--- config.mk ---
export PLATFORM = sky130hd
export DESIGN_NAME = rgb_led_fade_controller_flat
export DESIGN_NICKNAME = d
export VERILOG_FILES = /design/src/design/rlf_pkg.sv /design/src/design/rlf_in_if.sv /design/src/design/rlf_out_if.sv /design/src/design/rgb_led_fade_controller.sv /design/src/flat_wrapper.sv
export SDC_FILE = /design/constraint.sdc
export NUM_CORES = 1
export LEC_CHECK = 0
export ABC_CLOCK_PERIOD_IN_PS = 18600
export BUFFER_PORTS_ARGS = -buffer_cell sky130_fd_sc_hd__buf_2
export CAP_MARGIN = 40
export CELL_PAD_IN_SITES_DETAIL_PLACEMENT = 2
export CELL_PAD_IN_SITES_GLOBAL_PLACEMENT = 2
export CORE_MARGIN = 5
export CORE_UTILIZATION = 41
export DETAILED_ROUTE_END_ITERATION = 16
export PLACE_DENSITY = 0.93
export SYNTH_ARGS = -nofsm -noshare
export SYNTH_HDL_FRONTEND = slang
export SYNTH_SLANG_ARGS = --single-unit
--- constraint.sdc ---
create_clock -name clk_i -period 18.6 [get_ports clk_i]
set_input_delay 3.72 -clock clk_i [delete_from_list [all_inputs] [get_ports clk_i]]
set_output_delay 3.72 -clock clk_i [all_outputs]
set_load 0.05 [all_outputs]
--- src/design/rlf_pkg.sv ---
`default_nettype none
package rlf_pkg;

  // Channel payloads
  typedef struct packed {
    logic               cmd;
    logic [31:0]        now_ms;
    logic signed [15:0] red_in;
    logic signed [15:0] green_in;
    logic signed [15:0] blue_in;
  } in_item_t;

  typedef struct packed {
    logic [7:0] red_out;
    logic [7:0] green_out;
    logic [7:0] blue_out;
    logic [7:0] level_avg;
  } out_item_t;

  // Command codes
  localparam logic CmdSet  = 1'b0;
  localparam logic CmdTick = 1'b1;

  // Register indexes (byte address / 4)
  localparam logic [1:0] RegFadeEnable = 2'd0;
  localparam logic [1:0] RegPwmMode    = 2'd1;
  localparam logic [1:0] RegFadePeriod = 2'd2;

  localparam logic [15:0] PeriodReset = 16'd1000;

  localparam int unsigned NumChan  = 3;
  // Dividend is elapsed * 100 with elapsed < period < 2^16: 23 bits
  localparam int unsigned DivSteps = 23;
  localparam logic [6:0]  PctFull  = 7'd100;
  // floor(x / 100) = (x * 5243) >> 19 for x below 2^15
  localparam logic [12:0] PctRecip = 13'd5243;
  // floor(s / 3) = (s * 683) >> 11 for s up to 765
  localparam logic [10:0] AvgRecip = 11'd683;

  typedef enum logic [2:0] {
    StIdle,
    StCmp,
    StDiv,
    StMul,
    StRcp,
    StUpd,
    StOut
  } state_e;

  // Clamp a signed level to 0..255 (PWM) or 0..1 (on/off)
  function automatic logic [7:0] clamp_level(input logic signed [15:0] v, input logic pwm);
    logic [7:0] hi;
    hi = pwm ? 8'd255 : 8'd1;
    if (v < 16'sd0) begin
      return 8'd0;
    end else if (v > $signed({8'd0, hi})) begin
      return hi;
    end else begin
      return v[7:0];
    end
  endfunction

endpackage
`default_nettype wire

--- src/design/rlf_in_if.sv ---
`default_nettype none
interface rlf_in_if;
  import rlf_pkg::*;
  logic     valid;
  logic     ready;
  in_item_t data;
  modport source(output valid, output data, input ready);
  modport sink(input valid, input data, output ready);
endinterface
`default_nettype wire

--- src/design/rlf_out_if.sv ---
`default_nettype none
interface rlf_out_if;
  import rlf_pkg::*;
  logic      valid;
  logic      ready;
  out_item_t data;
  modport source(output valid, output data, input ready);
  modport sink(input valid, input data, output ready);
endinterface
`default_nettype wire

--- src/design/rgb_led_fade_controller.sv ---
`default_nettype none
// Three-channel LED level controller with linear fading. One item is taken at
// a time; every item gives one result, held in an output register so the next
// item can be taken while the result waits. A set command, or a tick with
// fading off, goes straight to the output state. A tick with fading on first
// compares the elapsed time with the fade period; unless the period has fully
// elapsed (or is zero), the 23 steps of the bit-serial restoring divider then
// form the percent of elapsed time. Every channel then takes a compare-and-
// multiply step, and each channel still short of its target adds a reciprocal
// divide-by-100 step and an update step. The output state is extended while
// the previous result still waits in the output register. Configuration is by
// APB at byte addresses 0 (fade_enable), 4 (pwm_mode), 8 (fade_period_ms).
module rgb_led_fade_controller (
  input  logic        clk_i,
  input  logic        rst_ni,
  rlf_in_if.sink      in_i,
  rlf_out_if.source   out_o,
  input  logic        psel,
  input  logic        penable,
  input  logic        pwrite,
  input  logic [3:0]  paddr,
  input  logic [31:0] pwdata,
  output logic [31:0] prdata,
  output logic        pready
);
  import rlf_pkg::*;

  // Configuration
  logic        fade_en_q;
  logic        pwm_q;
  logic [15:0] period_q;
  logic        cfg_wr;

  // Channel state
  logic [7:0]  cur_q  [NumChan];
  logic [7:0]  from_q [NumChan];
  logic [7:0]  tgt_q  [NumChan];
  logic [31:0] start_q;

  // Control and datapath
  state_e      state_q, state_d;
  logic [31:0] elapsed_q;
  logic [16:0] rem_q;
  logic [22:0] dvd_q;
  logic [6:0]  pct_q;
  logic [4:0]  cnt_q;
  logic [1:0]  ch_q;
  logic signed [15:0] prod_q;
  logic        neg_q;
  logic [14:0] mag_q;
  logic [8:0]  quo_q;
  out_item_t   out_q;
  logic        out_valid_q;

  logic        in_acc;
  logic        out_free;
  logic        full_pct;
  logic        div_last;
  logic        ch_same;
  logic        ch_last;
  logic [16:0] rem_shift;
  logic        rem_ge;
  logic signed [8:0]  diff;
  logic signed [16:0] prod_full;
  logic [14:0] mag;
  logic [27:0] quo_full;
  logic [15:0] quo_x100;
  logic        rem_nz;
  logic signed [10:0] step;
  logic signed [10:0] level_new;
  logic [9:0]  level_sum;
  logic [20:0] avg_full;
  logic [7:0]  req [NumChan];

  assign in_acc   = in_i.valid && in_i.ready;
  assign out_free = !out_valid_q || out_o.ready;
  assign cfg_wr   = psel && penable && pwrite && pready;
  assign pready   = 1'b1;

  // Register read-back
  always_comb begin
    case (paddr[3:2])
      RegFadeEnable: prdata = {31'd0, fade_en_q};
      RegPwmMode:    prdata = {31'd0, pwm_q};
      RegFadePeriod: prdata = {16'd0, period_q};
      default:       prdata = 32'd0;
    endcase
  end

  // Requested levels, clamped to the mode range
  assign req[0] = clamp_level(in_i.data.red_in, pwm_q);
  assign req[1] = clamp_level(in_i.data.green_in, pwm_q);
  assign req[2] = clamp_level(in_i.data.blue_in, pwm_q);

  // Percent is 100 once the whole period has gone by
  assign full_pct = (period_q == 16'd0) || (elapsed_q >= {16'd0, period_q});
  assign div_last = (cnt_q == 5'(DivSteps - 1));

  // One restoring divide step
  assign rem_shift = {rem_q[15:0], dvd_q[22]};
  assign rem_ge    = rem_shift >= {1'b0, period_q};

  // Per-channel interpolation
  assign ch_same   = (cur_q[ch_q] == tgt_q[ch_q]);
  assign ch_last   = (ch_q == 2'(NumChan - 1));
  assign diff      = $signed({1'b0, tgt_q[ch_q]}) - $signed({1'b0, from_q[ch_q]});
  assign prod_full = diff * $signed({1'b0, pct_q});
  assign mag       = prod_q[15] ? 15'(-prod_q) : prod_q[14:0];
  assign quo_full  = mag * PctRecip;
  assign quo_x100  = quo_q * PctFull;
  assign rem_nz    = ({1'b0, mag_q} != quo_x100);
  // Floor division: round toward minus infinity for a negative product
  assign step      = neg_q ? -$signed({1'b0, quo_q + 9'(rem_nz)}) : $signed({2'b0, quo_q});
  assign level_new = $signed({3'b0, from_q[ch_q]}) + step;

  // Average of the three levels
  assign level_sum = {2'b0, cur_q[0]} + {2'b0, cur_q[1]} + {2'b0, cur_q[2]};
  assign avg_full  = level_sum * AvgRecip;

  // Next state
  always_comb begin
    state_d = state_q;
    case (state_q)
      StIdle: begin
        if (in_acc) begin
          if (in_i.data.cmd == CmdTick && fade_en_q) begin
            state_d = StCmp;
          end else begin
            state_d = StOut;
          end
        end
      end
      StCmp:  state_d = full_pct ? StMul : StDiv;
      StDiv:  state_d = div_last ? StMul : StDiv;
      StMul: begin
        if (!ch_same) begin
          state_d = StRcp;
        end else if (ch_last) begin
          state_d = StOut;
        end
      end
      StRcp:  state_d = StUpd;
      StUpd:  state_d = ch_last ? StOut : StMul;
      StOut:  state_d = out_free ? StIdle : StOut;
      default: state_d = StIdle;
    endcase
  end

  // Handshake outputs
  assign in_i.ready  = (state_q == StIdle);
  assign out_o.valid = out_valid_q;
  assign out_o.data  = out_q;

  always_ff @(posedge clk_i or negedge rst_ni) begin
    if (!rst_ni) begin
      state_q <= StIdle;
    end else begin
      state_q <= state_d;
    end
  end

  // Configuration registers
  always_ff @(posedge clk_i or negedge rst_ni) begin
    if (!rst_ni) begin
      fade_en_q <= 1'b0;
      pwm_q     <= 1'b1;
      period_q  <= PeriodReset;
    end else if (cfg_wr) begin
      case (paddr[3:2])
        RegFadeEnable: fade_en_q <= pwdata[0];
        RegPwmMode:    pwm_q     <= pwdata[0];
        RegFadePeriod: period_q  <= pwdata[15:0];
        default: ;
      endcase
    end
  end

  // Level state
  always_ff @(posedge clk_i or negedge rst_ni) begin
    if (!rst_ni) begin
      for (int i = 0; i < NumChan; i++) begin
        cur_q[i]  <= 8'd0;
        from_q[i] <= 8'd0;
        tgt_q[i]  <= 8'd0;
      end
      start_q <= 32'd0;
    end else if (state_q == StIdle && in_acc && in_i.data.cmd == CmdSet) begin
      if (fade_en_q) begin
        start_q <= in_i.data.now_ms;
        for (int i = 0; i < NumChan; i++) begin
          from_q[i] <= cur_q[i];
          tgt_q[i]  <= req[i];
        end
      end else begin
        for (int i = 0; i < NumChan; i++) begin
          cur_q[i] <= req[i];
        end
      end
    end else if (state_q == StUpd) begin
      cur_q[ch_q] <= clamp_level(16'(level_new), pwm_q);
    end
  end

  // Datapath: elapsed time, divider, channel sequencer
  always_ff @(posedge clk_i or negedge rst_ni) begin
    if (!rst_ni) begin
      cnt_q <= 5'd0;
      ch_q  <= 2'd0;
    end else begin
      case (state_q)
        StIdle: begin
          elapsed_q <= in_i.data.now_ms - start_q;
          ch_q      <= 2'd0;
        end
        StCmp: begin
          rem_q <= 17'd0;
          dvd_q <= 23'(elapsed_q[15:0] * PctFull);
          pct_q <= full_pct ? PctFull : 7'd0;
          cnt_q <= 5'd0;
        end
        StDiv: begin
          rem_q <= rem_ge ? rem_shift - {1'b0, period_q} : rem_shift;
          dvd_q <= {dvd_q[21:0], 1'b0};
          pct_q <= {pct_q[5:0], rem_ge};
          cnt_q <= cnt_q + 5'd1;
        end
        StMul: begin
          prod_q <= 16'(prod_full);
          if (ch_same && !ch_last) begin
            ch_q <= ch_q + 2'd1;
          end
        end
        StRcp: begin
          neg_q <= prod_q[15];
          mag_q <= mag;
          quo_q <= quo_full[27:19];
        end
        StUpd: begin
          if (!ch_last) begin
            ch_q <= ch_q + 2'd1;
          end
        end
        default: ;
      endcase
    end
  end

  // Output register
  always_ff @(posedge clk_i or negedge rst_ni) begin
    if (!rst_ni) begin
      out_valid_q <= 1'b0;
    end else if (state_q == StOut && out_free) begin
      out_valid_q     <= 1'b1;
      out_q.red_out   <= cur_q[0];
      out_q.green_out <= cur_q[1];
      out_q.blue_out  <= cur_q[2];
      out_q.level_avg <= avg_full[18:11];
    end else if (out_o.ready) begin
      out_valid_q <= 1'b0;
    end
  end

endmodule
`default_nettype wire

--- src/flat_wrapper.sv ---
// flat-port wrapper written by rule: the top's interface ports become plain ports
module rgb_led_fade_controller_flat import rlf_pkg::*;
  (clk_i, rst_ni, psel, penable, pwrite, paddr, pwdata, prdata, pready, in_i_valid, in_i_data, in_i_ready, out_o_valid, out_o_data, out_o_ready);
  rlf_in_if in_i_i ();
  rlf_out_if out_o_i ();
  input  logic clk_i;
  input  logic rst_ni;
  input  logic psel;
  input  logic penable;
  input  logic pwrite;
  input  logic [3:0] paddr;
  input  logic [31:0] pwdata;
  output logic [31:0] prdata;
  output logic pready;
  input wire logic [$bits(in_i_i.valid)-1:0] in_i_valid;
  input wire logic [$bits(in_i_i.data)-1:0] in_i_data;
  output wire logic [$bits(in_i_i.ready)-1:0] in_i_ready;
  output wire logic [$bits(out_o_i.valid)-1:0] out_o_valid;
  output wire logic [$bits(out_o_i.data)-1:0] out_o_data;
  input wire logic [$bits(out_o_i.ready)-1:0] out_o_ready;
  assign in_i_i.valid = in_i_valid;
  assign in_i_i.data = in_i_data;
  assign in_i_ready = in_i_i.ready;
  assign out_o_valid = out_o_i.valid;
  assign out_o_data = out_o_i.data;
  assign out_o_i.ready = out_o_ready;
  rgb_led_fade_controller u_core (.clk_i(clk_i), .rst_ni(rst_ni), .in_i(in_i_i), .out_o(out_o_i), .psel(psel), .penable(penable), .pwrite(pwrite), .paddr(paddr), .pwdata(pwdata), .prdata(prdata), .pready(pready));
endmodule
==> impl_results.md, run 1 <==
* Largest net degree at the start of global routing at 68
* Cells after Synth at 2699
* Asr flop ratio synth at 0.4716
* Die Ht at 265.4 µm
* First-pass GRT wire length at 173.9 mm
* Top_reg_cell synth: edfxtp_1
* Worst-case clock buffer depth at 3
* Postcts setup bufs at 0
* Fin. Hold Viols at 0
* TritonCTS clock tree: yes
* Worst-Margin Slew at 0.9865 ns
* Chip width at 265.4 µm
* Count of cell types in the netlist at 76
* R2r setup slk at 8.12 ns
* IO Pins at 191
* Area Overhead vs Synth at 11.44%
* Post-route ant nets at 0
* Skew final at 0.05248 ns
* Port Buffer Count at 155
* Critical path endpoint category: register
* WP data required at 19.06 ns
* Outcome: finished, final reports clean
* Worst r2r dst: u_core.cur_q[6]$_DFFE_PN0P_
* Worst Hold Class: reg2reg
* DR pass1 iterations at 5
* R2R Path Start: u_core.quo_q[1]$_DFFE_PP_
* Initial antenna violation count at 14
* Wire per inst at 30.96 µm
* Root Buffer: clkbuf_16
* Vias post-DR at 23050
* Gr usage total at 0.3199
* Share of post-route cells with drive strength above 1 at 0.1153
* GRT overflow at 0
* CP arrival at 10.93 ns
* Final Setup Violations at 0
* Cts bufs inserted at 36
* CP top delay family: compound AO/OA/AOI/OAI gates
* Most frequent cells in the layout: ha_1, inv_1, nand2_1, fa_1, buf_2
* Vias in the first global route at 27470
* Dpl hpwl at 77.40 mm
* Via density at 6.139
* CP most frequent cell: ha_1
* CTS clk-pin slew, worst paths at 0.06 ns
* Die ar. at 70450 µm²
* GP Congestion at 0.8860
* Max Cap Viol at 0
* Initial DRC Count at 1574
* CTS H-tree depth at 2
* Worst-path fanout max at 17
* Flops & latches, synth at 282
* Hold-critical path depth at 2
* Layout net count at 3549
* Cell Area, Synth at 26750 µm²
* CTS Sinks at 282
* Most common cell after layout, fill and taps aside: ha_1
* Post-cts sizing count at 0
* Hold EP: u_core.tgt_q[20]$_DFFE_PN0P_
* Sequential area share after synthesis at 0.2920
* Worst Hold Launch: u_core.tgt_q[20]$_DFFE_PN0P_
* Hold buffer count at cts at 0
* Post-route DRC at 0
* CP max stage delay at 0.80 ns
* Worst-Skew Late Latency at 0.59 ns
* TNS Setup at 0 ns
* Worst path buffer plus inverter count at 0
* Max transition margin at 0.3399
* Fin crit period at 10.48 ns
* Core ar. at 64580 µm²
* Critical path class: reg2reg
* Drt total wl at 116.3 mm
* Reg2Reg Depth at 34
* Critical Path Source: u_core.quo_q[1]$_DFFE_PP_
* Ys Warns at 0
* Post-synth EDFFs at 149
* Fin. max-slew vios at 0
* Final cycle utilization of the critical path at 0.5633
* Initial Util at 0.4142
* CP Launch Type: register
* Fmax at 95.45 MHz
* Syn avg cell area at 9.910 µm²
* FP Rows at 93
* CP max-delay cell: edfxtp_1
* RSZ-0062 raised after global routing: false
==> state kept, by name (all words and copies together), names as in the netlist, 2 cells and up <==
signal / count
u_core.cnt_q: 5
u_core.out_o.data: 32
u_core.mag_q: 15
u_core.cur_q: 24
u_core.start_q: 32
u_core.tgt_q: 24
u_core.elapsed_q: 32
u_core.state_q: 3
u_core.quo_q: 9
u_core.prod_q: 16
u_core.rem_q: 16
u_core.pct_q: 7
u_core.from_q: 24
u_core.dvd_q: 21
u_core.ch_q: 2
u_core.period_q: 16
==> layer usage <==
layer / share of wire / up-vias / GRT usage
met5: 0.00020 / - / 0
li1: - / 9628 / -
met1: 0.34 / 11840 / 0.3338
met2: 0.53 / 1067 / 0.6041
met4: 0.075 / 4 / 0.1985
met3: 0.048 / 510 / 0.04301
==> worst max path at each step <==
| stage | endpoint | slack (ns) | cells past startpoint |
|---|---|---|---|
| final | u_core.cur_q[6]$_DFFE_PN0P_ | 8.12 | 34 |
| after detailed placement | u_core.cur_q[6]$_DFFE_PN0P_ | 8.89 | 34 |
| after global routing | u_core.cur_q[7]$_DFFE_PN0P_ | 8.01 | 34 |
| after CTS | u_core.cur_q[12]$_DFFE_PN0P_ | 8.53 | 33 |
| after global placement | u_core.cur_q[22]$_DFFE_PN0P_ | 9.74 | 35 |
| after floorplan | prdata[0] | 9.96 | 2 |
==> area by class of cell <==
cell class	instances	area, µm²
inverters	373	1400
fillers	6703	34770
clock buffers	46	958.4
well taps	855	1070
diodes	12	30.03
flip-flops and latches	282	7811
multi-input cells	1981	17240
clock inverters	20	178.9
repair buffers	186	1117
==> metrics by stage <==
step | hold slack, ns | setup WS [ns] | std cells | area, µm² | utilization
floorplan | 0.4492 | 9.958 | 2714 | 26800 | -
global placement | 0.4614 | 9.736 | 3662 | 28420 | 0.4401
detailed placement | 0.4766 | 8.891 | 3674 | 28620 | 0.4432
CTS | 0.5046 | 8.529 | 3740 | 29760 | 0.4608
global route | 0.5264 | 8.013 | 3754 | 29800 | 0.4615
finish | 0.5057 | 8.123 | 3755 | 29810 | 0.4616
==> tightest hold or removal path, stage by stage, from the launching register on <==
cell and delay, ns:
dfrtp_1 0.35, nand2_1 0.05, o21ai_0 0.06
==> synth_stat cells, types with 20 or more instances <==
| master | number | area [µm²] |
|---|---|---|
| nor2_1 | 128 | 480.5 |
| nand2_1 | 186 | 698.2 |
| clkbuf_1 | 49 | 183.9 |
| ha_1 | 405 | 5067 |
| or3_1 | 21 | 131.4 |
| o21a_1 | 30 | 225.2 |
| and2_1 | 62 | 387.9 |
| nor3_1 | 39 | 195.2 |
| nor2b_1 | 32 | 200.2 |
| edfxtp_1 | 149 | 4474 |
| a21o_1 | 54 | 405.4 |
| mux2_2 | 60 | 675.7 |
| a21oi_1 | 152 | 760.7 |
| o21ai_0 | 143 | 715.7 |
| nand4_1 | 26 | 162.7 |
| fa_1 | 160 | 3203 |
| nand3_1 | 24 | 120.1 |
| xor2_1 | 45 | 394.1 |
| inv_1 | 373 | 1400 |
| mux2i_1 | 44 | 440.4 |
| buf_4 | 20 | 150.1 |
| xnor2_1 | 123 | 1077 |
| dfrtp_1 | 126 | 3153 |
==> kinds of logic after synthesis <==
family                   after synthesis  synth area share
AND/OR/NAND/NOR                      599            0.1100
adder cells (fa/ha/maj)              565            0.3092
AO/OA/AOI/OAI                        528            0.1253
buffers and inverters                451           0.06643
flip-flops                           282            0.2920
XOR/XNOR                             168           0.05501
multiplexers                         104           0.04173
other                                  2         0.0002808
Power of run 1 is not shown: default switching activity piles up to over one toggle a cycle in this logic, so the estimate is an artifact.
==> run 2: changes to the inputs <==
- ABC_AREA: not set -> 1
- ABC_CLOCK_PERIOD_IN_PS: 18600 -> 9900
- CORE_UTILIZATION: 41 -> 39
- clock period: 18.6 -> 9.9 ns (I/O delays scaled with it)
==> run 2 against run 1 <==
Worst setup slack got worse by 7.7 ns. Non-clock buffer count decreased by 1. Area after synthesis increased by 1.6%. Die area increased by 6.5%. Design area increased by 1.5%. Sequential share of layout area decreased by 0.39 points. Wire length increased by 9.6%. Critical path depth decreased by 3. Critical endpoint is now u_core.prod_q[14]$_DFFE_PP_. Largest cell class unchanged.
==> impl_results.md, run 2 <==
* Outcome: finished, final reports clean
* Die ar. at 75050 µm² (+6.5%)
* Core ar. at 68830 µm² (+6.6%)
* IO Pins at 191 (unchanged)
* Worst Hold Class: reg2reg
* Worst-path fanout max at 24 (+7)
* Fin. max-slew vios at 0 (unchanged)
* Via density at 5.884 (-4.1%)
* Count leader, synth: nand2_1
* Max Cap Viol at 0 (unchanged)
* Cell Area, Synth at 27170 µm² (+1.6%)
* Flops & latches, synth at 282 (unchanged)
* DR pass1 iterations at 6 (+1)
* Layout net count at 4045 (+14%)
* Post-cts sizing count at 0 (unchanged)
* Most frequent cells in the layout: nand2_1, inv_1, ha_1, o21ai_0, a21oi_1
* Worst path buffer plus inverter count at 6 (+6)
* Min Hold Slack at 0.4955 ns (-0.01013 ns)
* RSZ-0062 raised after global routing: false
* Die Ht at 274.0 µm (+3.2%)
* TritonCTS clock tree: yes
* Cells after Synth at 3186 (+18%)
* Top cell type's share of synthesized area at 0.1865 (-0.002958)
* Fin. Hold Viols at 0 (unchanged)
* Fin crit period at 9.458 ns (-1.019 ns)
* Placed cell area at 29050 µm² (+1.5%)
* Largest family of logic cells by synthesized area: adder cells
* GRT overflow at 0 (unchanged)
* Synth cell count leaders: nand2_1, inv_1, ha_1, o21ai_0, a21oi_1
* Drt total wl at 127.4 mm (+9.6%)
* Largest net degree at the start of global routing at 82 (+21%)
* CP top delay family: adder cells
* Fmax at 105.7 MHz (+11%)
* Initial antenna violation count at 1 (-13)
* Worst-Skew Late Latency at 0.60 ns (about the same)
* Worst-case clock buffer depth at 3 (unchanged)
* Dpl hpwl at 87.41 mm (+13%)
* Worst-Margin Slew at 0.9525 ns (-0.03397 ns)
* Hold buffer count at cts at 0 (unchanged)
* Synth Area in Compound Gates at 0.1096 (-0.01563)
* CP max-delay cell: dfrtp_1
* Area Overhead vs Synth at 11.35% (about the same)
* First-pass GRT wire length at 189.3 mm (+8.9%)
* CTS clk-pin slew, worst paths at 0.06 ns (about the same)
* Post-route ant nets at 0 (unchanged)
* CP max stage delay at 0.76 ns (-0.04 ns)
* Mux cell area share after synthesis at 0 (-0.04173)
* Sequential area share after synthesis at 0.2875 (-0.004559)
* Skew final at 0.03025 ns (-0.02223 ns)
* GP Congestion at 0.8679 (-2.0%)
* Dominant cells by area after synthesis: ha_1, edfxtp_1, fa_1, dfrtp_1, nand2_1
* Adder-Cell Fraction of Synth Area at 0.3044 (-0.004827)
* CTS H-tree depth at 2 (unchanged)
* TNS Setup at 0 ns (unchanged)
* Asr flop ratio synth at 0.4716 (unchanged)
* Max transition margin at 0.3626 (+0.02273)
* Most common cell after layout, fill and taps aside: nand2_1
* Post-synth EDFFs at 149 (unchanged)
* Post-Synth XOR/XNOR Area at 0.04738 (-0.007628)
* Count of cell types in the netlist at 56 (-26%)
* CTS Sinks at 282 (unchanged)
* CP Launch Type: register
* Critical path class: reg2reg
* Final cycle utilization of the critical path at 0.9554 (+0.3921)
* Ys Warns at 0 (unchanged)
* Wire per inst at 29.52 µm (-4.7%)
* Chip width at 274.0 µm (+3.2%)
* Top_reg_cell synth: edfxtp_1
* Root Buffer: clkbuf_16
* WP data required at 10.30 ns (-8.76 ns)
* Vias post-DR at 25400 (+10%)
* FP Rows at 96 (+3.2%)
* Post-synthesis simple-gate area fraction at 0.1574 (+0.04737)
* Syn avg cell area at 8.528 µm² (-14%)
* Post-route DRC at 0 (unchanged)
* Final Setup Violations at 0 (unchanged)
* Critical path endpoint category: register
* Gr usage total at 0.3311 (+0.01117)
* Cts bufs inserted at 37 (+2.8%)
* CP arrival at 9.86 ns (-1.07 ns)
* Postcts setup bufs at 0 (unchanged)
* Port Buffer Count at 155 (unchanged)
* Vias in the first global route at 30130 (+9.7%)
* Share of post-route cells with drive strength above 1 at 0.08806 (-0.02724)
* Initial Util at 0.3948 (-0.01938)
* Finished Cell Area at 30250 µm² (+1.5%)
* Largest area contributor in the netlist: ha_1
* Initial DRC Count at 1724 (+9.5%)
-- run 2: cell count changes after synthesis, sizes merged, moves of 56 or more --
| cell | previous run | this run |
|---|---|---|
| nand3 | 24 | 106 |
| o21ai | 144 | 228 |
| inv | 373 | 575 |
| mux2 | 60 | 0 |
| nand2 | 186 | 577 |
| nor2 | 130 | 198 |
| and2 | 62 | 6 |
| xnor2 | 123 | 57 |
-- run 2: routing by layer --
| layer | wire (µm) | vias up | track usage |
|---|---|---|---|
| met5 | 13 | - | 0.0006579 |
| li1 | - | 10780 | - |
| met4 | 11560 | 2 | 0.2486 |
| met2 | 66050 | 1123 | 0.6126 |
| met1 | 43790 | 12870 | 0.3312 |
| met3 | 6001 | 622 | 0.05487 |
-- run 2: final timing paths --
path / from / end / slack (ns) / cells after the start
worst max register to register: u_core.ch_q[1]$_DFFE_PN0P_ / u_core.prod_q[14]$_DFFE_PP_ / 0.44 / 31
worst min-delay path: u_core.from_q[18]$_DFFE_PN0P_ / u_core.from_q[18]$_DFFE_PN0P_ / 0.50 / 2
worst min register to register: u_core.from_q[18]$_DFFE_PN0P_ / u_core.from_q[18]$_DFFE_PN0P_ / 0.50 / 2
worst max-delay path: u_core.ch_q[1]$_DFFE_PN0P_ / u_core.prod_q[14]$_DFFE_PP_ / 0.44 / 31
max in group asynchronous: rst_ni / u_core.from_q[12]$_DFFE_PN0P_ / 7.18 / 3
min in group asynchronous: rst_ni / u_core.start_q[22]$_DFFE_PN0P_ / 1.44 / 1
-- run 2: kinds of logic (layout without fill, tap and decap cells) --
logic type / Yosys count / in the layout
other: 2 / 19
DFF: 282 / 282
and+or+nand+nor: 1007 / 1007
xor gates and xnor gates: 147 / 147
adders and majority gates: 565 / 565
AOI/OAI and AO/OA: 535 / 535
buffers and inverters: 648 / 831
-- run 2: area by class of cell --
class | instances | area [µm²]
Timing Repair Buffer | 185 | 1052
Clock inverter | 14 | 107.6
Inverter | 579 | 2173
Sequential cell | 282 | 7811
Multi-Input combinational cell | 2271 | 16900
Antenna cell | 2 | 5.005
Fill cell | 7599 | 38570
Clock buffer | 53 | 1037
Tap cell | 931 | 1165
-- run 2: stage by stage --
step | instances | utilization | worst slack [ns]
6_report | 4317 | 0.4396 | 0.4420
5_1_grt | 4315 | 0.4395 | 0.2906
4_1_cts | 4308 | 0.4387 | 0.7567
3_5_place_dp | 4241 | 0.4220 | 1.266
3_3_place_gp | 4233 | 0.4206 | 2.161
2_1_floorplan | 3201 | - | 3.436
-- run 2: worst register-to-register path: cells and delay by family (launching register included) --
kind	cells	cell delay [ns]
XOR/XNOR	2	0.84
adder cells (fa/ha/maj)	6	2.81
AND/OR/NAND/NOR	10	1.91
flip-flops	1	0.76
AO/OA/AOI/OAI	7	1.76
buffers and inverters	6	1.20
Power of run 2 is left out for the same reason.
